`src/lsr_pkg.sv`:
```
package lsr_pkg;

    // Width of the proximity range register.
    localparam int RANGE_BITS = 8;

    typedef logic [1:0] t_kind;

    // Region kinds reported with every result.
    localparam t_kind KIND_HORZ  = 2'd0;
    localparam t_kind KIND_VERT  = 2'd1;
    localparam t_kind KIND_SLANT = 2'd2;

endpackage

```
`src/lsr_sqrt.sv`:
```
module lsr_sqrt import lsr_pkg::*; #(
    parameter int XW = 48,
    parameter int SW = 99
) (
    input  logic            i_clk,
    input  logic            i_rst_n,
    input  logic            i_en,
    input  logic            i_vld,
    input  logic [XW-1:0]   i_x,
    input  logic [SW-1:0]   i_side,
    output logic            o_vld,
    output logic [XW/2-1:0] o_root,
    output logic [SW-1:0]   o_side
);

    localparam int RW = XW / 2;

    // One root bit per stage, two radicand bits consumed per stage.
    logic          r_vld  [RW];
    logic [RW+1:0] r_rem  [RW];
    logic [RW-1:0] r_root [RW];
    logic [XW-1:0] r_x    [RW];
    logic [SW-1:0] r_side [RW];

    logic          s_vld  [RW];
    logic [RW+1:0] s_rem  [RW];
    logic [RW-1:0] s_root [RW];
    logic [XW-1:0] s_x    [RW];
    logic [SW-1:0] s_side [RW];

    logic [RW+1:0] n_rem  [RW];
    logic [RW-1:0] n_root [RW];

    always_comb begin
        for (int k = 0; k < RW; k++) begin
            if (k == 0) begin
                s_vld[k]  = i_vld;
                s_rem[k]  = '0;
                s_root[k] = '0;
                s_x[k]    = i_x;
                s_side[k] = i_side;
            end else begin
                s_vld[k]  = r_vld[k-1];
                s_rem[k]  = r_rem[k-1];
                s_root[k] = r_root[k-1];
                s_x[k]    = r_x[k-1];
                s_side[k] = r_side[k-1];
            end
        end
    end

    // Trial subtraction of 4*root+1 from the shifted remainder.
    always_comb begin
        logic [RW+3:0] t;
        logic [RW+3:0] trial;
        logic          fits;
        for (int k = 0; k < RW; k++) begin
            t         = {s_rem[k], s_x[k][XW-1:XW-2]};
            trial     = {2'b00, s_root[k], 2'b01};
            fits      = t >= trial;
            n_rem[k]  = fits ? (RW+2)'(t - trial) : t[RW+1:0];
            n_root[k] = {s_root[k][RW-2:0], fits};
        end
    end

    always_ff @(posedge i_clk) begin
        if (!i_rst_n) begin
            for (int k = 0; k < RW; k++) begin
                r_vld[k] <= 1'b0;
            end
        end else if (i_en) begin
            for (int k = 0; k < RW; k++) begin
                r_vld[k] <= s_vld[k];
            end
        end
    end

    always_ff @(posedge i_clk) begin
        if (i_en) begin
            for (int k = 0; k < RW; k++) begin
                r_rem[k]  <= n_rem[k];
                r_root[k] <= n_root[k];
                r_x[k]    <= s_x[k] << 2;
                r_side[k] <= s_side[k];
            end
        end
    end

    assign o_vld  = r_vld[RW-1];
    assign o_root = r_root[RW-1];
    assign o_side = r_side[RW-1];

endmodule

```
`config.mk`:
```
export PLATFORM = sky130hd
export DESIGN_NAME = lsr_sqrt
export DESIGN_NICKNAME = d
export VERILOG_FILES = /design/src/lsr_pkg.sv /design/src/lsr_sqrt.sv
export SDC_FILE = /design/constraint.sdc
export NUM_CORES = 2
export LEC_CHECK = 0
export BUFFER_PORTS_ARGS = -buffer_cell sky130_fd_sc_hd__clkbuf_2
export CORE_ASPECT_RATIO = 0.9
export CORE_MARGIN = 4
export CORE_UTILIZATION = 62
export DETAILED_ROUTE_END_ITERATION = 8
export PLACE_DENSITY = 0.85
export SKIP_LAST_GASP = 1
export SYNTH_ARGS = -nofsm -noshare
export SYNTH_HDL_FRONTEND = slang
export SYNTH_MEMORY_MAX_BITS = 65536
export SYNTH_SLANG_ARGS = --single-unit
```
`constraint.sdc`:
```
create_clock -name i_clk -period 4.1 [get_ports i_clk]
set_input_delay 0 -clock i_clk [delete_from_list [all_inputs] [get_ports i_clk]]
set_output_delay 0 -clock i_clk [all_outputs]
set_load 0.01 [all_outputs]
```
======== Word-level counts from Yosys, hierarchy flattened ========
Memories as Yosys holds them, arrays and structs flattened.
Cells that the tools add are included.
cells by class
  add/subtract/negate cells ............... 24
  magnitude comparators ................... 24
  mux-type cells .......................... 53
  bitwise logic cells ..................... 24
operators by type and width
  cell                 count
  $ge 28x26->1         23
  $mux 26              24
  $sub 26x26->26       23
  $mux 1               29
  $or 1x1->1           24
  $sub 2x1->3 const B  1
  $ge 2x1->1 const B   1
word-level totals
  register bits ........................... 0
  memory bits (writable) .................. 4704
  bits of input ports ..................... 151
  memories kept ........................... 5
memories
  memory  depth  width  read ports  clocked after Yosys merged registers in  write ports  line            text
  r_side  24     99     24          0                                        24           lsr_sqrt.sv:23  logic [SW-1:0] r_side [RW];
  r_x     24     46     23          0                                        24           lsr_sqrt.sv:22  logic [XW-1:0] r_x [RW];
  r_rem   24     26     23          0                                        24           lsr_sqrt.sv:20  logic [RW+1:0] r_rem [RW];
  r_root  24     24     24          0                                        24           lsr_sqrt.sv:21  logic [RW-1:0] r_root [RW];
  r_vld   24     1      24          0                                        24           lsr_sqrt.sv:19  logic r_vld [RW];

======== Logic depth before layout (Yosys ltp) ========
  word-level depth ........................ 4
  depth in mapped cells ................... 15
  depth with buffers taken out ............ 12

======== Worst setup path after synthesis ========
Ideal clock, no wire load.
  path type ............................... register to register
  start point ............................. memory r_rem[1][182] in the netlist's numbering
  end point ............................... memory r_rem[2][13] in the netlist's numbering (data pin)
  data arrival time ....................... 2.691 ns
  required time ........................... 3.840 ns
  path slack .............................. 1.149 ns
  stages on the path, launching flop included .. 12
  buffers on the path ..................... 1
  path through ............................ edfxtp_1 ha_1 nor2b_1 o21ai_1 a21boi_1 o32ai_1 o211a_1 o31ai_2 nor3_2 inv_2 buf_2 mux2_2
RTL lines
  what         line
  from (decl)  lsr_sqrt.sv:20

==> flow_metrics.tcl <==
set metrics [dict create \
    status "finished, final reports clean" \
    synth.area.top_cells "edfxtp_1 (83%), ha_1 (2.9%), xnor2_1 (1.5%), xor2_1 (1.4%), a21oi_1 (1.2%)" \
    ir_drop_mv 0.552 \
    syn-num-nets 7964 \
    ys_ff_latch 3815 \
    cp.required_ps 4700 \
    synth_common_cells "edfxtp_1 (3,814), inv_1 (390), a21oi_1 (327)" \
    drt_iter0_markers 5821 \
    viasPerCell 5.61 \
    clock-sinks 3815 \
    syn2layout_area_growth_pct 14.4 \
    cts_tree "built" \
    drt-wirelength-per-cell_um 21.9 \
    ioPinCount 275 \
    dr_total_vias 65194 \
    power_mw 89.8 \
    max_freq_ghz 0.270 \
    ys_dominant_reg_cell "edfxtp_1" \
    design_area_mm2 0.158 \
    drc 0 \
    htreeDepth 5 \
    cts_root_buffer "clkbuf_16" \
    fp.dieW_um 506 \
    finClkSkew_ps 109 \
    track_usage 0.218 \
    clkTransAtPathRegs_ps 60 \
    start_util 0.623 \
    numCtsBuffers 367 \
    dpl.hpwl_um 132000 \
    fillers 12867 \
    rsz0062_at_grt "no" \
    yosysSeqAreaShare 0.828 \
    powerDensity_mw_per_mm2 567 \
    num_rows 164 \
    postSynthAreaPerCell_um2 18.5 \
    drv_cap 0 \
    layout.nets 8820 \
    io_buffers 274 \
    firstDrtPassIters 8 \
    ys_async_sr_fraction 0 \
    worst_pin_slew_ps 1130 \
    core_area_mm2 0.222 \
    worstSetupPathType "reg2reg" \
    post_dp_cell_area_mm2 0.143 \
    clockBufferDepth 4 \
    fin_crit_sh 0.903 \
    cp_data_arrival_time_ps 4300 \
    min_period_ps 3700 \
    totalNegativeSetupSlack_ps 0 \
    place_inst 10662 \
    global_route.overflow_total 0 \
    grt_pass1_wl_um 391000 \
    yosysMostFrequentCell "edfxtp_1" \
    hold_slack_ps 126 \
    synth_warnings 0 \
    seq_area_mm2 0.115 \
    final_max_slew_viol_count 0 \
    relSlewSlack 0.249 \
    layout-drive-gt1-share 0.113 \
    synth_top_area_frac 0.828 \
    end_kind "register" \
    setup_violations 0 \
    antenna_found_initial 4 \
    syn_inst 7487 \
    critPathMaxFanout 24 \
    synth_top_area_cell "edfxtp_1" \
    die_height_um 456 \
    synth_cell_types 96 \
    grt_max_degree 187 \
    hp-class "in2reg" \
    startpoint_type "register" \
    netlist_area_mm2 0.138 \
    multi_input_area_mm2 0.0213 \
    clk_latency_ps 970 \
    fin_cells 11621 \
    synth-edff-count 3814 \
    dieArea_mm2 0.231 \
    ant_nets 0 \
    p_leak_nw 57.6 \
    gp_congestion 0.934 \
    first_global_vias 67192 \
    hold_viol_final 0 \
    finalWirelength_um 254000 \
]
==> cells in the final DEF, fill, tap and decap left out, drive strengths merged, types with 93 or more instances in the layout <==
cell type / instances
nand2: 294
nor3: 134
ha: 326
clkbuf: 706
o21ai: 224
xnor2: 241
dlygate4sd3: 300
a21o: 124
nor2: 325
clkinv: 152
xor2: 219
a21oi: 327
inv: 408
buf: 93
edfxtp: 3814
==> layer usage <==
metal	track usage	up-vias	wire length [µm]	share of wire
met1	0.263	32280	96300	0.38
met2	0.404	2107	138000	0.54
met5	0	-	0	0
met4	0.0726	0	9220	0.036
li1	-	30239	-	-
met3	0.0300	568	10600	0.042
==> worst max-delay path, stage by stage (launching register included) <==
cell and delay, ps:
edfxtp_1 400, ha_1 360, nor2b_1 140, o21ai_0 80, nand2b_1 150, a311oi_1 190, or2_1 280, o21ai_2 790
nand2b_1 390, nor4b_1 480, xor2_1 140
==> kinds of logic (layout without fill, tap and decap cells) <==
group / Yosys count / count (layout) / share of synthesized area
multiplexers: 51 / 51 / 0.00409
AND/OR/NAND/NOR: 1295 / 1295 / 0.0472
adder cells (fa/ha/maj): 326 / 326 / 0.0295
buffers and inverters: 574 / 1719 / 0.0183
AO/OA/AOI/OAI: 965 / 965 / 0.0439
flip-flops: 3815 / 3815 / 0.828
XOR/XNOR: 460 / 460 / 0.0291
other: 1 / 2 / 0.0000271
==> metrics by stage <==
step | setup slack (ps) | utilization
after detailed placement | 569 | 0.646
final | 399 | 0.713
after CTS | 509 | 0.713
after global placement | 632 | 0.646
after global routing | 175 | 0.713
after floorplan | 1150 | -
==> state kept, by name, summed over array words and instances, names as in the netlist <==
register / cells
r_rem: 563
r_x: 552
r_root: 300
r_side: 2376
r_vld: 24
==> worst paths after layout <==
check / startpoint / to / slack, ps / cells past startpoint
hold / removal: i_rst_n / r_vld[2][0]$_DFF_P_ / 130 / 3
setup / recovery: r_rem[1][52]$_DFFE_PP_ / r_rem[1][101]$_DFFE_PP_ / 400 / 10
setup reg to reg: r_rem[1][52]$_DFFE_PP_ / r_rem[1][101]$_DFFE_PP_ / 400 / 10
hold reg to reg: r_side[2][290]$_DFFE_PP_ / r_side[2][389]$_DFFE_PP_ / 360 / 0
==> what timing repair did <==
item,in CTS,in global routing
setup buffers,0,0
hold endpoints to repair,508,0
hold buffers,300,0
endpoints found under the setup margin,0,0
resized for setup,0,0
==> power breakdown <==
group	internal (mW)	total, mW	switching, mW	leakage, nW
Clock	19.4	34.0	14.6	5.75
Combinational	3.12	7.49	4.37	14.8
Sequential	46.7	48.4	1.63	37.1
Total	69.2	89.8	20.6	57.6
==> area by class of cell <==
cell class,count,area share
repair buffers,666,0.0342
well taps,2988,0.0236
diodes,1,0.0000158
inverters,395,0.00937
clock buffers,433,0.0600
clock inverters,225,0.0147
multi-input cells,3098,0.135
flip-flops and latches,3815,0.724
No activity file was read; power rests on OpenSTA's default activity.
