$ cat src/lsr_pkg.sv
package lsr_pkg;

    // Width of the proximity range register.
    localparam int RANGE_BITS = 8;

    typedef logic [1:0] t_kind;

    // Region kinds reported with every result.
    localparam t_kind KIND_HORZ  = 2'd0;
    localparam t_kind KIND_VERT  = 2'd1;
    localparam t_kind KIND_SLANT = 2'd2;

endpackage

$ cat src/lsr_front.sv
module lsr_front import lsr_pkg::*; #(
    parameter int CB = 16
) (
    input  logic                          i_clk,
    input  logic                          i_rst_n,
    input  logic                          i_en,
    input  logic                          i_vld,
    input  logic signed [CB-1:0]          i_sx,
    input  logic signed [CB-1:0]          i_sy,
    input  logic signed [CB-1:0]          i_ex,
    input  logic signed [CB-1:0]          i_ey,
    input  logic [RANGE_BITS-1:0]         i_range,
    output logic                          o_vld,
    output logic [6*CB+2:0]               o_side,
    output logic [2*(RANGE_BITS+CB)-1:0]  o_n,
    output logic [2*CB:0]                 o_d
);

    localparam int RB  = RANGE_BITS;
    localparam int RAW = RB + CB;

    logic signed [CB:0] dx, dy;
    logic [CB-1:0]      n_adx, n_ady;
    t_kind              n_kind;

    logic               r1_vld, r2_vld, r3_vld;
    logic [6*CB+2:0]    r1_side, r2_side, r3_side;
    logic [CB-1:0]      r1_adx, r1_ady;
    logic [RAW-1:0]     r2_ra;
    logic [2*CB-1:0]    r2_ax2, r2_ay2;
    logic [2*RAW-1:0]   r3_n;
    logic [2*CB:0]      r3_d;

    // Differences, magnitudes and the kind of region.
    always_comb begin
        dx = $signed({i_ex[CB-1], i_ex}) - $signed({i_sx[CB-1], i_sx});
        dy = $signed({i_ey[CB-1], i_ey}) - $signed({i_sy[CB-1], i_sy});
        n_adx = dx[CB] ? CB'(-dx) : dx[CB-1:0];
        n_ady = dy[CB] ? CB'(-dy) : dy[CB-1:0];
        if (i_sy == i_ey) begin
            n_kind = KIND_HORZ;
        end else if (i_sx == i_ex) begin
            n_kind = KIND_VERT;
        end else begin
            n_kind = KIND_SLANT;
        end
    end

    // Valid bits of the three front stages.
    always_ff @(posedge i_clk) begin
        if (!i_rst_n) begin
            r1_vld <= 1'b0;
            r2_vld <= 1'b0;
            r3_vld <= 1'b0;
        end else if (i_en) begin
            r1_vld <= i_vld;
            r2_vld <= r1_vld;
            r3_vld <= r2_vld;
        end
    end

    // Stage one registers the geometry, stage two the products, stage three the
    // squared numerator and the squared length.
    always_ff @(posedge i_clk) begin
        if (i_en) begin
            r1_side <= {i_sx, i_sy, i_ex, i_ey, n_adx, n_ady, n_kind, dx[CB] ^ dy[CB]};
            r1_adx  <= n_adx;
            r1_ady  <= n_ady;
            r2_side <= r1_side;
            r2_ra   <= {{CB{1'b0}}, i_range} * {{RB{1'b0}}, r1_ady};
            r2_ax2  <= {{CB{1'b0}}, r1_adx} * {{CB{1'b0}}, r1_adx};
            r2_ay2  <= {{CB{1'b0}}, r1_ady} * {{CB{1'b0}}, r1_ady};
            r3_side <= r2_side;
            r3_n    <= {{RAW{1'b0}}, r2_ra} * {{RAW{1'b0}}, r2_ra};
            r3_d    <= {1'b0, r2_ax2} + {1'b0, r2_ay2};
        end
    end

    assign o_vld  = r3_vld;
    assign o_side = r3_side;
    assign o_n    = r3_n;
    assign o_d    = r3_d;

endmodule

$ cat config.mk
export PLATFORM = sky130hd
export DESIGN_NAME = lsr_front
export DESIGN_NICKNAME = d
export VERILOG_FILES = /design/src/lsr_pkg.sv /design/src/lsr_front.sv
export SDC_FILE = /design/constraint.sdc
export NUM_CORES = 2
export LEC_CHECK = 0
export ABC_CLOCK_PERIOD_IN_PS = 7600
export CORE_MARGIN = 4
export CORE_UTILIZATION = 55
export DETAILED_ROUTE_END_ITERATION = 8
export DONT_BUFFER_PORTS = 1
export PLACE_DENSITY_LB_ADDON = 0.05
export SLEW_MARGIN = 5
export SYNTH_ARGS = -nofsm -noshare
export SYNTH_HDL_FRONTEND = slang
export SYNTH_SLANG_ARGS = --single-unit
$ cat constraint.sdc
create_clock -name i_clk -period 7.6 [get_ports i_clk]
set_input_delay 0.76 -clock i_clk [delete_from_list [all_inputs] [get_ports i_clk]]
set_output_delay 0.76 -clock i_clk [all_outputs]
set_load 0.03 [all_outputs]
# Word level (Yosys, flattened, before mapping)
# Index checks and enable logic that the tools add are counted.
dict set report totals {
  reg_bits 501
  latch_bits 0
  ram_bits 0
  mem_bits_ro 0
  in_bits 76
  output_inout_bits 181
  wordCells 29
  n_memories 0
}
dict set report op_classes {
  addsub 5
  multipliers 4
  n_div 0
  magnitude_cmp 0
  eq_ne 2
  n_shift 0
  muxes 3
  bitwise 1
  reduce_logical 0
}
# operator n
set op_table {}
lappend op_table {{multiplier 16 x 16 -> 32 bit} 2}
lappend op_table {{multiplier 24 x 24 -> 48 bit} 1}
lappend op_table {{subtractor 16 x 16 -> 17 bit} 2}
lappend op_table {{adder 32 x 32 -> 33 bit} 1}
lappend op_table {{equality test 16 bit} 2}
lappend op_table {{two-way mux 16 bit} 2}
lappend op_table {{negation 16 bit} 2}
lappend op_table {{multiplier 8 x 16 -> 24 bit} 1}
lappend op_table {{two-way mux 2 bit} 1}
lappend op_table {{XOR 1 bit} 1}

# Longest topological paths before layout
dict set report depth {
  depth_word 3
  mapped_depth 27
  mapped_depth_nobuf 26
}

# Worst setup path after synthesis
# Ideal clock, no wire load.
dict set report synth_path {
  path_type {register to register}
  from {register r2_ra[16]}
  to {register r3_n[42], in the netlist o_n[42], data pin}
  setup_time_ns 0.269
  arrival_time_ns 7.036
  t_required_ns 7.331
  setup_slack_ns 0.295
  stages_incl_launch_ff 26
  path_buffers 3
  period_less_slack_ns 7.305
  cell_sequence {edfxtp_1 clkbuf_1 clkbuf_1 nand2_1 fa_1 inv_1 fa_1 fa_1 inv_1 fa_1 inv_1 fa_1 fa_1 inv_1 fa_1 inv_1 ha_1 clkbuf_1 and3_1 nand4_1 or4_4 a311oi_2 nand3_1 a31o_2 o31ai_1 xor2_1}
}
dict set report synth_via {
  elab_chain_cells 1
}
# item line
set synth_lines {}
lappend synth_lines {{start, declared} lsr_front.sv:29} ;# logic [RAW-1:0] r2_ra;
lappend synth_lines {{start signal, assigned} lsr_front.sv:70} ;# r2_ra <= {{CB{1'b0}}, i_range} * {{RB{1'b0}}, r1_ady};
lappend synth_lines {{multiplier 24 x 24 -> 48 bit} lsr_front.sv:74} ;# r3_n <= {{RAW{1'b0}}, r2_ra} * {{RAW{1'b0}}, r2_ra};
lappend synth_lines {{end signal, assigned} lsr_front.sv:74}
lappend synth_lines {{end, declared} lsr_front.sv:31} ;# logic [2*RAW-1:0] r3_n;
# No other way between the ends.
# A chain may end at the register's enable or synchronous reset.

# Final worst setup path
dict set report layout_path {
  from {register r2_ra[12]}
  to {register r3_n[46], in the netlist o_n[46], data pin}
}
# Same word-level chain as after synthesis.

==> metrics.md <==
| Metric | Value |
|---|---|
| Status | `complete, no violations` |
| Via count | `32400` |
| Met2 usage | `between 30% and 40%` |
| Final-stage net count | `roughly 6300` |
| Simple-gate share of the synthesized area | `10.2%` |
| # DRC | `0` |
| Final-report max-slew violation count | `0` |
| Setup violators final | `0` |
| Dpl hpwl | `~94000 um` |
| Clk slew on worst S/H paths | `roughly 0.070 ns` |
| Routed Antenna Nets | `0` |
| N_diodes | `0` |
| CP max FO | `16` |
| Total global routing overflow | `0` |
| Ys async rst share | `0%` |
| Fraction of layout cells with a size suffix above 1 | `between 4 and 5%` |
| CTS tree | `done` |
| Most frequent cells in the layout | `inv_1, fa_1, ha_1` |
| Worst Hold Endpoint | `r1_side[93]` |
| Syn Area/Cell | `10.6 um^2` |
| Final setup TNS | `0 ns` |
| Synth Area in XOR/XNOR | `under 10%` |
| Yosys cell types | `75` |
| Endpoint class of the critical path | `flip-flop` |
| Slowest cell on crit path | `fa_1` |
| GR Util met3 | `under 10%` |
| Setup slack, reg-to-reg | `between 0.3 and 0.4 ns` |
| Global-route usage over all layers | `24.1%` |
| Row count | `112` |
| Crit Reg-Reg Endpoint | `o_n[46]` |
| Max-Slew Margin vs Limit | `a little under a third` |
| Met1 usage in global routing | `between 30% and 40%` |
| Reg2reg start | `r2_ra[12]` |
| Area growth syn-to-layout | `7.39%` |
| Critical Path Start | `r2_ra[12]` |
| Clock Tree Buf Depth | `3` |
| Post-synthesis compound-gate area fraction | `under 10%` |
| Final critical-path share of the clock period | `a little over nine tenths` |
| Die W | `between 300 and 400 um` |
| Adder-cell area share of the yosys netlist | `between 40% and 50%` |
| Largest family of logic cells by synthesized area | `adder cells` |
| Sequential fraction of the synthesis area | `26.8%` |
| DR vias/cell | `between 5 and 6` |
| Clk_lat worst skew | `about 0.67 ns` |
| Worst setup SP type | `flip-flop` |
| Clk sinks | `~460` |
| HP Start | `i_sx[10]` |
| Pin count of the biggest net entering global routing | `465` |
| EDFF count, synth | `about 460` |
| Routed WL | `115000 um` |
| Die Area | `slightly below 0.1 mm^2` |
| Initial antenna violation count | `1` |
| Primary FF master, synth | `edfxtp_1` |
| Min-delay worst type | `in2reg` |
| Ys Warns | `0` |
| Critical path class | `reg2reg` |
| Data arrival, critical path | `between 7 and 8 ns` |
| Delay-heaviest family, CP | `adder cells` |
| CP Depth | `21` |
| Synthesized area | `between 0.05 and 0.06 mm^2` |
| GP Congestion | `0.875` |
| Seq cells post-synth | `464` |
| Worst path required time | `between 7 and 8 ns` |
| Die Height | `315 um` |
| Final Hold Viols | `0` |
| Worst slew pin tran | `around 1.0 ns` |
| First-pass GRT wire length | `about 190000 um` |
| RSZ-0062 raised after global routing | `no` |
| Depth of the worst register-to-register path | `21` |
| Fin crit period | `approximately 7.3 ns` |
| Max cap viols | `0` |
| Io pins | `257` |
| Wire length per cell | `about 18 um` |
| Multiplexer share of the synthesized area | `less than 1%` |
| Clock Skew | `0.0452 ns` |
| Initial drt markers | `1864` |
| Most Frequent Cell on Critical Path | `fa_1` |
| Synth Instances | `between 4000 and 5000` |
| CTS root buffer | `clkbuf_16` |
| Starting Density | `between 50% and 60%` |
| WHS Path Cells | `0` |
| 1st-pass router iterations | `5` |
| WP buf/inv | `5` |
| H-tree depth | `2` |
| Port Buffer Count | `0` |
| Core area | `slightly above 0.09 mm^2` |
| Achievable Freq | `0.138 GHz` |
| GRT busiest layer | `met2` |
| CP cell instances | `buf_4 > and2_1 > fa_1 > inv_1 > fa_1 > inv_1 > fa_1 > fa_1 > fa_1 > fa_1 > inv_1 > fa_1 > inv_1 > ha_1 > nand3_1 > or4_4 > a311oi_2 > nand3_1 > a31o_2 > o31ai_1 > xor2_1` |
| Commonest non-fill, non-tap cell in the layout | `inv_1` |
| Cts bufs inserted | `53` |
| Post-Syn Nets | `~6300` |
| Vias in the first global route | `between 30000 and 40000` |
| Worst path max stage delay | `0.57 ns` |
==> cell families (layout without fill, tap and decap cells) <==
logic type               after synthesis  in the layout
AO/OA/AOI/OAI                        446            446
XOR/XNOR                             209            209
adder cells (fa/ha/maj)             1318           1318
buffers and inverters               1340           1425
flip-flops                           464            464
multiplexers                          12             12
other                                  1              1
AND/OR/NAND/NOR                     1091           1091
==> cell usage after synthesis (all sizes together) (21+ instances only) <==
cell type	count	area, um^2
nand2	428	1610
o21ai	78	394
edfxtp	461	13800
and3	23	144
xor2	65	569
nor3	34	170
ha	482	6030
nor2	168	631
xnor2	144	1260
nand3	39	195
and2	274	1720
nand2b	21	131
fa	836	16700
inv	1223	4590
a21oi	138	694
o21bai	23	173
a21o	63	473
nor2b	41	257
clkbuf	110	414
==> worst reg2reg max path: cells and delay by family, from the launching register on <==
family / cells / cell delay, ns
DFF: 1 / 0.53
adders and majority gates: 8 / 3.85
AOI/OAI and AO/OA: 3 / 0.91
buffers and inverters: 5 / 0.47
xor gates and xnor gates: 1 / 0.10
and+or+nand+nor: 4 / 1.10
==> what timing repair did <==
action | in CTS | in global routing
gates resized for setup | 0 | 1
hold buffers | 0 | 0
endpoints found under the setup margin | 0 | 6
buffers inserted | 0 | 19
==> metrics by stage <==
stage	util (%)	area (um^2)	worst slack [ns]	hold slack [ns]	cells
after floorplan	-	51900	0.295	0.400	4881
after global placement	57.5	53700	0.305	0.400	6107
after detailed placement	57.5	53700	0.220	0.405	6107
after CTS	59.4	55600	0.221	0.144	6201
after global routing	59.6	55700	0.0213	0.151	6220
final	59.6	55700	0.330	0.193	6220
==> routing by layer <==
metal	vias to the layer above	share of wire, %	routed length (um)
li1	15300	-	-
met4	0	1.8	2090
met5	-	0	0
met1	16300	45	51600
met2	688	47	54500
met3	129	5.8	6610
==> worst max path at each step <==
stage | end
finish | o_n[46]
global route | o_n[45]
CTS | o_n[45]
detailed placement | o_n[45]
global placement | o_n[45]
floorplan | o_n[42]
==> registers in the layout, indices dropped and copies added (netlist names) <==
name     flops
o_n         47
r1_vld       1
o_side      99
r2_ax2      30
r2_side     99
o_d         33
r1_side     99
r2_ra       24
r2_ay2      30
r2_vld       1
o_vld        1
==> cell type report <==
cell class | count | area (um^2)
clock buffers | 60 | 1350
inverters | 1223 | 4590
clock inverters | 34 | 475
well taps | 1254 | 1570
flip-flops and latches | 464 | 13900
multi-input cells | 3077 | 32900
repair buffers | 108 | 886
fillers | 8057 | 37800
Power is not shown: default switching activity piles up to over one toggle a cycle in this logic, so the estimate is an artifact.
