===== config.mk =====
export PLATFORM = sky130hd
export DESIGN_NAME = lsr_back
export DESIGN_NICKNAME = d
export VERILOG_FILES = /design/src/lsr_pkg.sv /design/src/lsr_back.sv
export SDC_FILE = /design/constraint.sdc
export NUM_CORES = 1
export LEC_CHECK = 0
export ABC_AREA = 0
export BUFFER_PORTS_ARGS = -buffer_cell sky130_fd_sc_hd__buf_2
export CAP_MARGIN = 20
export CORE_MARGIN = 10
export CORE_UTILIZATION = 30
export DETAILED_ROUTE_END_ITERATION = 6
export SLEW_MARGIN = 20
export SYNTH_ARGS = -nofsm -noshare
export SYNTH_HDL_FRONTEND = slang
export SYNTH_SLANG_ARGS = --single-unit

===== constraint.sdc =====
create_clock -name i_clk -period 4.8 [get_ports i_clk]
set_clock_uncertainty 0.05 [all_clocks]
set_input_delay 0.96 -clock i_clk [delete_from_list [all_inputs] [get_ports i_clk]]
set_output_delay 0.96 -clock i_clk [all_outputs]
set_load 0.01 [all_outputs]

===== src/lsr_pkg.sv =====
package lsr_pkg;

    // Width of the proximity range register.
    localparam int RANGE_BITS = 8;

    typedef logic [1:0] t_kind;

    // Region kinds reported with every result.
    localparam t_kind KIND_HORZ  = 2'd0;
    localparam t_kind KIND_VERT  = 2'd1;
    localparam t_kind KIND_SLANT = 2'd2;

endpackage


===== src/lsr_back.sv =====
module lsr_back import lsr_pkg::*; #(
    parameter int CB = 16,
    parameter int FB = 16
) (
    input  logic                   i_clk,
    input  logic                   i_rst_n,
    input  logic                   i_en,
    input  logic                   i_vld,
    input  logic [6*CB+2:0]        i_side,
    input  logic [RANGE_BITS:0]    i_oxu,
    input  logic [RANGE_BITS+FB-1:0] i_m,
    input  logic [RANGE_BITS-1:0]  i_range,
    output logic                   o_vld,
    output logic [1:0]             o_kind,
    output logic signed [CB:0]     o_c0x,
    output logic signed [CB:0]     o_c0y,
    output logic signed [CB:0]     o_c1x,
    output logic signed [CB:0]     o_c1y,
    output logic signed [CB:0]     o_c2x,
    output logic signed [CB:0]     o_c2y,
    output logic signed [CB:0]     o_c3x,
    output logic signed [CB:0]     o_c3y
);

    localparam int RB = RANGE_BITS;
    localparam int MW = RB + FB;
    localparam int E  = CB + 2;

    logic signed [CB-1:0] sx, sy, ex, ey;
    t_kind                kind;
    logic                 neg;

    logic signed [E-1:0]  sx_e, sy_e, ex_e, ey_e, r_e, ox_e, oy_e, lo_e, hi_e;
    logic [MW:0]          m_rnd;
    logic [RB:0]          oyu;
    logic signed [E-1:0]  n_c [8];

    logic                 r_vld;
    t_kind                r_kind;
    logic signed [CB:0]   r_c [8];

    // Endpoints, kind and sign from the side band; the magnitudes are not needed here.
    assign {sx, sy, ex, ey} = i_side[6*CB+2:2*CB+3];
    assign kind             = i_side[2:1];
    assign neg              = i_side[0];

    // Rounded offsets and the corners for each kind of region.
    always_comb begin
        sx_e  = E'(sx);
        sy_e  = E'(sy);
        ex_e  = E'(ex);
        ey_e  = E'(ey);
        r_e   = $signed({{(E-RB){1'b0}}, i_range});
        ox_e  = $signed({{(E-RB-1){1'b0}}, i_oxu});
        m_rnd = {1'b0, i_m} + ((MW+1)'(1) << (FB-1));
        oyu   = m_rnd[MW:FB];
        oy_e  = neg ? $signed({{(E-RB-1){1'b0}}, oyu})
                    : -$signed({{(E-RB-1){1'b0}}, oyu});
        lo_e  = '0;
        hi_e  = '0;
        for (int k = 0; k < 8; k++) begin
            n_c[k] = '0;
        end
        case (kind)
            KIND_HORZ: begin
                lo_e   = (sx_e < ex_e) ? sx_e : ex_e;
                hi_e   = (sx_e < ex_e) ? ex_e : sx_e;
                n_c[0] = lo_e;             n_c[1] = sy_e - r_e;
                n_c[2] = hi_e;             n_c[3] = sy_e - r_e;
                n_c[4] = hi_e;             n_c[5] = sy_e + r_e + E'(1);
                n_c[6] = lo_e;             n_c[7] = sy_e + r_e + E'(1);
            end
            KIND_VERT: begin
                lo_e   = (sy_e < ey_e) ? sy_e : ey_e;
                hi_e   = (sy_e < ey_e) ? ey_e : sy_e;
                n_c[0] = sx_e - r_e;          n_c[1] = lo_e;
                n_c[2] = sx_e + r_e + E'(1);  n_c[3] = lo_e;
                n_c[4] = sx_e + r_e + E'(1);  n_c[5] = hi_e;
                n_c[6] = sx_e - r_e;          n_c[7] = hi_e;
            end
            default: begin
                n_c[0] = sx_e + ox_e;  n_c[1] = sy_e + oy_e;
                n_c[2] = sx_e - ox_e;  n_c[3] = sy_e - oy_e;
                n_c[4] = ex_e - ox_e;  n_c[5] = ey_e - oy_e;
                n_c[6] = ex_e + ox_e;  n_c[7] = ey_e + oy_e;
            end
        endcase
    end

    // Output register: holds the result while the consumer stalls.
    always_ff @(posedge i_clk) begin
        if (!i_rst_n) begin
            r_vld <= 1'b0;
        end else if (i_en) begin
            r_vld <= i_vld;
        end
    end

    always_ff @(posedge i_clk) begin
        if (i_en) begin
            r_kind <= kind;
            for (int k = 0; k < 8; k++) begin
                r_c[k] <= n_c[k][CB:0];
            end
        end
    end

    assign o_vld  = r_vld;
    assign o_kind = r_kind;
    assign o_c0x  = r_c[0];
    assign o_c0y  = r_c[1];
    assign o_c1x  = r_c[2];
    assign o_c1y  = r_c[3];
    assign o_c2x  = r_c[4];
    assign o_c2y  = r_c[5];
    assign o_c3x  = r_c[6];
    assign o_c3y  = r_c[7];

endmodule


* Word level (Yosys, flattened, before mapping) *
Memory sizes are Yosys's and may differ from the RTL's.
Index checks and enable logic that the tools add are counted.

operators by class
  divide/modulo/power cells = 0
  shift-type cells = 0
  bitwise operators = 0
  magnitude comparators = 2
  multiplexer cells = 8
  equal/unequal tests = 1
  reductions and logical operators = 1
  add/sub/neg operators = 16
  multipliers = 0

operators by type and width
  operator                  count
  $pmux W143 S2             1
  $mux W18                  5
  $add A16 B18 Y18          2
  $add A17 B2 Y18 const B   2
  $sub A16 B18 Y18          2
  $add A16 B10 Y17          2
  $add A16 B9 Y17           2
  $sub A16 B10 Y17          2
  $sub A16 B9 Y17           2
  $lt A16 B16 Y1            2
  $add A24 B16 Y25 const B  1
  $neg A9 Y18               1
  $eq A2 B1 Y1 const B      1
  $logic_not A2 Y1          1
  $mux W1                   2

word-level totals
  memories = 1
  bits of input ports = 144
  RAM bits = 136
  ROM bits = 0
  latch bits = 0
  register bits = 3

memory list
  name  words  bits a word  rd ports  clocked after Yosys merged registers in  wr ports  line            text
  r_c   8      17           8         0                                        8         lsr_back.sv:40  logic signed [CB:0] r_c [8];

* Logic depth before layout (Yosys ltp) *
Gate-level depths: netlist of run 1.

  word-level depth = 5
  gate-level depth with buffers = 20

* Worst setup path before layout of run 1 *
Ideal clock, no wire load.

  path type = input to register
  start = input port i_m[15]
  end = memory r_c[1][31] (netlist bit), data pin
  setup time = 254 ps
  stages on the path = 20
  arrival time = 4446 ps
  path slack = 50 ps
  path through = ha_1 and4_1 and3_1 clkbuf_1 xnor2_1 a31oi_1 nor2_1 ha_1 nor2b_1 o21bai_1 ha_1 buf_2 inv_1 a21oi_1 o21ai_0 a2111oi_2 nor2_1 o31ai_1 xnor2_1 a21o_1

RTL lines
  what             line            text
  start, declared  lsr_back.sv:11  input logic [RANGE_BITS+FB-1:0] i_m,
  end, declared    lsr_back.sv:40

==> results.cfg, run 1 <==
[cts]
clkTransAtPathRegs_ps = 60
cts-root-buf = clkbuf_16
cts_tree = yes
hold_buffers = 0
cts.sinks = 137
cts_made_buffers = 17
clock_path_buffers = 2
clk_latency_ps = 480
h-tree-depth = 4

[sta]
max_freq_mhz = 217
tightest_slew_ps = 985
fin_crit_ps = 4600
fin_crit_sh_pct = 95.8
setup_slack_ps = 201
worst_hold_slack_ps = 465
max-slew-margin-rel_pct = 34.2
drv_slew = 0
final-setup-viol-count = 0
hold_viol = 0

[synthesis]
post-synth-top-area-cell = edfxtp_1
synth_edf_count = 136
ys.warnings.count = 0
synthFlopType = edfxtp_1
syn_area_sq_um = 14700
syn_inst = 1667
synth_top_area_share_pct = 27.8
yosysUniqueCellTypes = 83
syn_nets = 1998
synthTopCellsByArea = edfxtp_1 (28%), ha_1 (15%), xnor2_1 (6.8%)
synth-seq-cells = 137
synth-seq-area-share_pct = 27.9
async_reset_ff_share_pct = 0
avgSynthCellArea_sq_um = 8.82

[critical_path]
arrival_ps = 4780
cp-end-kind = register
critPathKind = in2reg
cp_max_fo = 4
reg2reg_depth = 2
crit_path_start_kind = input pin
worst_ep_required_time_ps = 4980

[cells_and_area]
fin_nets = 2268
final_common_cell = buf_2
drive_gt1_share_pct = 21.3
layout_common_cells = buf_2 (233), ha_1 (175), nor2_1 (145)
final_area_sq_um = 17800
layout.cells.non_filler = 2575
syn2layout_area_growth_pct = 20.7

[power]
power.density_nw_per_um2 = 287
total_power_mw = 5.09
combPwrFrac_pct = 42.6
p_int_mw = 3.27
power_switching_mw = 1.82
swShare_pct = 35.8
p_leak_nw = 8.00
pwr-share-clk_pct = 26.3
ir_drop_mv = 0.155
p_seq_share_pct = 31.2

[status]
outcome = finished clean

[route]
drc = 0
wl_mm = 50.8
vias_per_cell = 5.23
postRouteAntennaNets = 0
drt-pass1-iter-count = 6
vias = 13500
drt_iter0_markers = 954
routedWlPerCell_um = 19.7

[placement]
numPortBuffers = 235
place_congestion = 0.910
hpwl_mm = 40.5
place_ws_ps = -289
placed_cell_area_sq_um = 17100
place_inst = 2538

[floorplanning]
dieArea_sq_um = 58300
start_util_pct = 30.2
die_w_um = 241
coreArea_sq_um = 48600
std_cell_rows = 81
dieHeight_um = 241
io_pins = 283

[grt]
grt_pass1_vias = 13100
grt_max_degree = 79
overflow = 0
antenna_found_initial = 9
grt_usage_pct = 17.2
grt_pass1_wl_mm = 76.8

[min_path]
hp-class = reg2reg
min_delay_path_depth = 2

[run]
maxCapViolations = 0
-- path summary, 6_finish.rpt --
check | from | end | slack (ps)
worst max register to register | o_vld | o_vld | 4160
worst min register to register | o_vld | o_vld | 460
worst min-delay path | o_vld | o_vld | 460
worst max-delay path | i_m[15] | r_c[0][33] | 200
-- stage by stage --
step / TNS [ps] / util (%)
after floorplan: 0 / -
after global placement: -1580 / 35.2
after detailed placement: -2700 / 35.2
after CTS: 0 / 36.4
after global routing: -52.4 / 36.5
final: 0 / 36.5
-- kinds of logic after synthesis --
kind of cell | Yosys count | synth area share, %
multiplexers | 56 | 3.91
adder cells (fa/ha/maj) | 187 | 16.5
AND/OR/NAND/NOR | 424 | 13.8
XOR/XNOR | 157 | 9.35
AO/OA/AOI/OAI | 485 | 22.6
buffers and inverters | 221 | 5.86
flip-flops | 137 | 27.9
-- layer usage --
| layer | vias to the layer above | GRT usage (%) | part of all wire [%] |
|---|---|---|---|
| met4 | 18 | 5.49 | 2.1 |
| met5 | - | 0 | 0.20 |
| met1 | 6415 | 21.6 | 44 |
| li1 | 6567 | - | - |
| met2 | 405 | 28.3 | 48 |
| met3 | 72 | 4.46 | 6.3 |
-- flip-flops by register name, summed over array words and instances (netlist names) --
| register | count |
|---|---|
| o_kind | 2 |
| o_vld | 1 |
| r_c | 134 |
-- critical path, cell delays in order --
cell      delay, ps
buf_2           110
ha_1            240
and4_1          230
nand2_1         100
xor2_2          180
a41o_1          250
a21oi_1          50
a21oi_1         110
o21ai_0         140
xor2_1          190
buf_4           170
ha_1            290
inv_1            50
o31ai_1         430
a41oi_1         200
buf_4           190
o211ai_1        320
a21oi_1         130
o21bai_1        180
xnor2_1          80
a21o_1          180
-- cells in the mapped netlist, types with 6 or more instances --
cell      number
xor2_1        43
o211ai_1      11
a21oi_1      111
buf_2         12
edfxtp_1     136
inv_1        127
a31o_2        10
mux2i_1       45
o22ai_1       14
clkbuf_1      70
nor2_1       147
and3_1        14
o21bai_1      24
nand2_1       80
o21a_1        10
nand4_1        7
or3_1         18
xnor2_1      114
ha_1         175
or2_2          7
o31ai_1        9
nor3_1        44
o221ai_1       6
fa_1          12
mux2_2         9
o211a_1        6
nand2b_1      21
nor2b_1       27
a222oi_1       6
a31oi_1       13
o21ai_0       69
a21o_1        66
nor3b_1        6
a211oi_1      21
a221oi_1      10
a211o_1       14
o21ai_1       15
a21boi_0      11
a221o_1        7
nand3_1       27
-- power by group through the flow --
| stage | Clock (mW) | Sequential, mW | Combinational (mW) |
|---|---|---|---|
| 5_1_grt | 1.43 | 1.61 | 2.39 |
| 3_5_place_dp | 0 | 1.61 | 2.15 |
| 4_1_cts | 1.39 | 1.59 | 2.17 |
| 2_1_floorplan | 0 | 1.71 | 1.25 |
| 3_3_place_gp | 0 | 1.61 | 2.13 |
| 6_report | 1.34 | 1.59 | 2.17 |
-- final cells by class --
cell class              instances  area [sq um]
repair buffers                343          2010
flip-flops and latches        137          4100
inverters                     129           484
diodes                          3          7.51
clock inverters                13           154
multi-input cells            1309          9780
well taps                     622           778
fillers                      4949         30900
clock buffers                  19           433
-- what timing repair did --
item / in CTS / in global routing
endpoints found under the setup margin: 0 / 6
resized for setup: 0 / 4
hold endpoints to repair: 0 / 0
setup buffers: 0 / 2
(Power assumes the default switching activity.)
==> run 2, diff against run 1 <==
CAP_MARGIN = 40   (was 20)
CELL_PAD_IN_SITES_DETAIL_PLACEMENT = 1   (was default)
CELL_PAD_IN_SITES_GLOBAL_PLACEMENT = 2   (was default)
PLACE_DENSITY_LB_ADDON = 0.1   (was default)
==> run 2 against run 1 <==
Net effect:
- sequential power is essentially flat
- largest cell class unchanged
- final cell count grew 1.2%
- first-iteration DRC count shrank 37%
- critical endpoint is now r_c[0][67]
- via count shrank 0.72%
- critical path depth shrank 2
==> results.cfg, run 2 (synthesis gave the netlist of run 1 again) <==
[sta]
rsz0062_at_grt = false
final-setup-viol-count = 0
max_freq_mhz = 219
max-slew-margin-rel_pct = 46.6
tightest_slew_ps = 791
drv_slew = 0
fin_crit_ps = 4570
hold_viol = 0
fin_crit_sh_pct = 95.1

[route]
routedWlPerCell_um = 21.1
drt-pass1-iter-count = 5
vias = 13400
drc = 0
wl_mm = 55.0
vias_per_cell = 5.13
postRouteAntennaNets = 0
drt_iter0_markers = 602

[cells_and_area]
final_area_sq_um = 17900
regMostFlops = r_c
multi_input_area_sq_um = 9780
layout_common_cells = buf_2 (233), ha_1 (175), nor2_1 (145)
largest_reg_flops = 134
drive_gt1_share_pct = 22.5
layout.cells.non_filler = 2607
syn2layout_area_growth_pct = 21.9
final_core_util_pct = 36.8
fin_nets = 2301
final_common_cell = buf_2
seqCellArea_sq_um = 4100
fill_cells = 5770

[critical_path]
cp_max_fo = 4
cp-end-kind = register
worst_ep_required_time_ps = 4990
arrival_ps = 4760
crit_path_start_kind = input pin
critPathKind = in2reg

[power]
power.density_nw_per_um2 = 281
ir_drop_mv = 0.203
p_leak_nw = 8.12

[floorplanning]
dieHeight_um = 241
die_w_um = 241
std_cell_rows = 81
start_util_pct = 30.2
dieArea_sq_um = 58300
coreArea_sq_um = 48600
io_pins = 283

[grt]
met1_usage_pct = 22.9
grt_pass1_wl_mm = 83.5
overflow = 0
antenna_found_initial = 6
grt_max_degree = 76
grt.busiest_layer = met2
globalRouteMet2Util_pct = 33.8
use_met3_pct = 3.56
grt_pass1_vias = 14200
grt_usage_pct = 18.9

[cts]
hold_buffers = 0
clock_path_buffers = 2
cts_tree = yes
cts-root-buf = clkbuf_16
clk_latency_ps = 480
clkTransAtPathRegs_ps = 60
cts.sinks = 137
cts_made_buffers = 17
h-tree-depth = 4

[placement]
hpwl_mm = 45.3
place_congestion = 0.862
numPortBuffers = 235
place_inst = 2573
placed_cell_area_sq_um = 17400

[run]
maxCapViolations = 0

[status]
outcome = finished clean

[min_path]
hp-class = reg2reg
## run 2: layer usage
| metal | up-vias | wire length, um |
|---|---|---|
| met1 | 6525 | 24500 |
| li1 | 6636 | - |
| met5 | - | 34 |
| met4 | 6 | 598 |
| met2 | 177 | 27900 |
| met3 | 36 | 1920 |
## run 2: cell type report
| class | count | share of cell area (%) |
|---|---|---|
| Antenna cell | 2 | 0.0279 |
| Clock buffer | 19 | 2.42 |
| Clock inverter | 13 | 0.447 |
| Inverter | 129 | 2.70 |
| Multi-Input combinational cell | 1309 | 54.6 |
| Sequential cell | 137 | 22.9 |
| Tap cell | 622 | 4.34 |
| Timing Repair Buffer | 376 | 12.6 |
## run 2: per-stage QoR
step	setup WS [ps]	hold slack [ps]	TNS [ps]	total power, mW
floorplan	50.1	488	0	2.95
detailed placement	-339	507	-3360	3.87
global route	10.2	545	0	5.37
global placement	-248	441	-2070	3.84
CTS	198	518	0	5.12
finish	235	504	0	5.03
## run 2: final timing paths
path	from	endpoint	depth (start not counted)	slack, ps
max	i_m[15]	r_c[0][67]	19	230
min	o_vld	o_vld	2	500
max reg2reg	o_vld	o_vld	2	4130
min reg2reg	o_vld	o_vld	2	500
## run 2: repair_timing
item	4_1_cts	5_1_grt
endpoints found under the setup margin	0	5
buffers inserted	0	0
resized for setup	0	4
endpoints found under the hold margin	0	0
## run 2: critical path, cell delays in order
cell and delay, ps:
buf_2 110, ha_1 240, and4_1 220, nand2_1 80, xor2_1 240, nand3_1 150
nor2_1 160, ha_1 240, nor2b_1 120, o21bai_1 220, ha_1 340, or3b_2 500
nor2b_1 150, o211a_1 200, a221o_1 160, or4_1 180, a41oi_2 150, xnor2_1 150
a21o_1 180
## run 2: where the power goes
group	switching (mW)	leakage [nW]	internal (mW)	total [mW]
combinational	1.28	6.54	0.962	2.24
clock	0.555	0.245	0.648	1.20
sequential	0.0405	1.34	1.54	1.58
total	1.87	8.12	3.15	5.03
==> run 3, diff against run 2 <==
CELL_PAD_IN_SITES_GLOBAL_PLACEMENT = 1   (was 2)
==> run 3 against run 2 <==
Net effect:
- power increased by 5.1%
- sequential share of layout area decreased by 0.076 points
- via count increased by 0.55%
- critical path depth increased by 2
- non-clock buffer count decreased by 12
- combinational power about the same
- largest cell class unchanged
- critical path type unchanged
- global-route usage increased by 0.27 points
- highest routed layer unchanged
- count of clock-buffer cells in the layout increased by 4
- first-iteration DRC count decreased by 16%
==> results.cfg, run 3 (synthesis gave the netlist of run 1 again) <==
[grt]
grt_max_degree = 80
grt_pass1_vias = 14200
grt_pass1_wl_mm = 84.3
grt_usage_pct = 19.2
antenna_found_initial = 10
overflow = 0

[sta]
fin_crit_ps = 4610
tightest_slew_ps = 779
worst_hold_slack_ps = 484
final-setup-viol-count = 0
fin_crit_sh_pct = 96.1
drv_slew = 0
fin_setup_tns_ps = 0
hold_viol = 0
max_freq_mhz = 217
max-slew-margin-rel_pct = 47.4

[cells_and_area]
final_common_cell = buf_2
largest_reg_flops = 134
fin_nets = 2289
regMostFlops = r_c
layout_common_cells = buf_2 (233), ha_1 (175), nor2_1 (145)
drive_gt1_share_pct = 22.3
syn2layout_area_growth_pct = 22.3
layout.cells.non_filler = 2598
fill_cells = 5774

[power]
pwr-share-clk_pct = 27.5
power_switching_mw = 1.90
combPwrFrac_pct = 42.5
p_leak_nw = 8.12
power.density_nw_per_um2 = 294
ir_drop_mv = 0.163
swShare_pct = 35.9
p_seq_share_pct = 30.0
p_int_mw = 3.38

[cts]
clock_path_buffers = 2
cts_made_buffers = 17
cts_tree = yes
h-tree-depth = 4
clkTransAtPathRegs_ps = 60
clk_latency_ps = 490
hold_buffers = 0
cts.sinks = 137
cts-root-buf = clkbuf_16

[floorplanning]
io_pins = 283
std_cell_rows = 81
start_util_pct = 30.2
dieHeight_um = 241
die_w_um = 241
dieArea_sq_um = 58300
coreArea_sq_um = 48600

[critical_path]
arrival_ps = 4770
crit_path_top_delay_cell = ha_1
crit_family = compound AO/OA/AOI/OAI gates
path_cells = buf_2 -> ha_1 -> xnor2_1 -> buf_4 -> and3_1 -> a41o_1 -> a21boi_0 -> o21ai_1 -> xor2_1 -> buf_4 -> buf_4 -> ha_1 -> a21oi_1 -> nand2_1 -> o221ai_1 -> buf_4 -> o221ai_1 -> buf_4 -> o221ai_1 -> xnor2_1 -> a21oi_1
worst_ep_required_time_ps = 4960
slowest_delay_ps = 310
cp-end-kind = register
critPathKind = in2reg
path_common_cell = buf_4
cp_max_fo = 3
crit_buf_inv = 6
crit_path_start_kind = input pin

[status]
outcome = finished clean

[run]
maxCapViolations = 0

[placement]
place_congestion = 0.845
hpwl_mm = 45.4
place_inst = 2560
numPortBuffers = 235

[route]
wl_mm = 56.1
vias_per_cell = 5.18
routedWlPerCell_um = 21.6
postRouteAntennaNets = 0
drc = 0
drt-pass1-iter-count = 7
drt_iter0_markers = 506
vias = 13500

[min_path]
hp-class = reg2reg
-- run 3: cell count changes in the layout (fill, tap and decap cells not counted), moves of 2 or more --
| cell | previous run | this run |
|---|---|---|
| clkbuf_8 | 0 | 5 |
| buf_4 | 141 | 127 |
| buf_12 | 1 | 3 |
| clkinv_1 | 4 | 1 |
| bufinv_16 | 0 | 3 |
| clkinv_2 | 4 | 1 |
| diode_2 | 2 | 5 |
-- run 3: power by group through the flow --
stage	sequential [mW]	combinational, mW	clock, mW
2_1_floorplan	1.71	1.25	0
3_3_place_gp	1.60	2.23	0
3_5_place_dp	1.61	2.25	0
4_1_cts	1.59	2.27	1.51
5_1_grt	1.60	2.48	1.55
6_report	1.58	2.24	1.45
-- run 3: final timing paths --
check	cells past startpoint	endpoint	slack, ps	startpoint
setup / recovery	21	r_c[1][67]	190	i_m[15]
hold / removal	2	o_vld	480	o_vld
setup reg to reg	2	o_vld	4150	o_vld
hold reg to reg	2	o_vld	480	o_vld
-- run 3: per-layer routing --
| metal | routed length, um | vias to the layer above | global-route usage, % |
|---|---|---|---|
| met3 | 2190 | 46 | 3.79 |
| met2 | 28100 | 223 | 33.8 |
| met1 | 24700 | 6574 | 22.9 |
| met5 | 46 | - | 0 |
| met4 | 999 | 10 | 5.92 |
| li1 | - | 6601 | - |
-- run 3: through the flow --
step	area (sq um)	util (%)	worst slack [ps]	power, mW
2_1_floorplan	14700	-	50.1	2.95
3_3_place_gp	17300	35.6	-310	3.83
3_5_place_dp	17300	35.6	-403	3.86
4_1_cts	18000	36.9	115	5.37
5_1_grt	18000	37.0	-5.13	5.63
6_report	18000	37.0	187	5.28
-- run 3: repair_timing --
action	4_1_cts	5_1_grt
setup buffers	0	1
endpoints found under the setup margin	0	10
resized for setup	0	3
-- run 3: layout make-up --
| class | instances | area [sq um] | share of cell area, % |
|---|---|---|---|
| Multi-Input combinational cell | 1309 | 9780 | 54.4 |
| Sequential cell | 137 | 4100 | 22.8 |
| Timing Repair Buffer | 364 | 2190 | 12.2 |
| Tap cell | 622 | 778 | 4.33 |
| Clock buffer | 23 | 498 | 2.77 |
| Inverter | 129 | 484 | 2.69 |
| Clock inverter | 9 | 135 | 0.752 |
| Antenna cell | 5 | 12.5 | 0.0696 |
-- run 3: worst register-to-register path, cell delays in order, from the launching register on --
cell	delay, ps
dfxtp_1	310
mux2i_1	120
nor2b_1	60
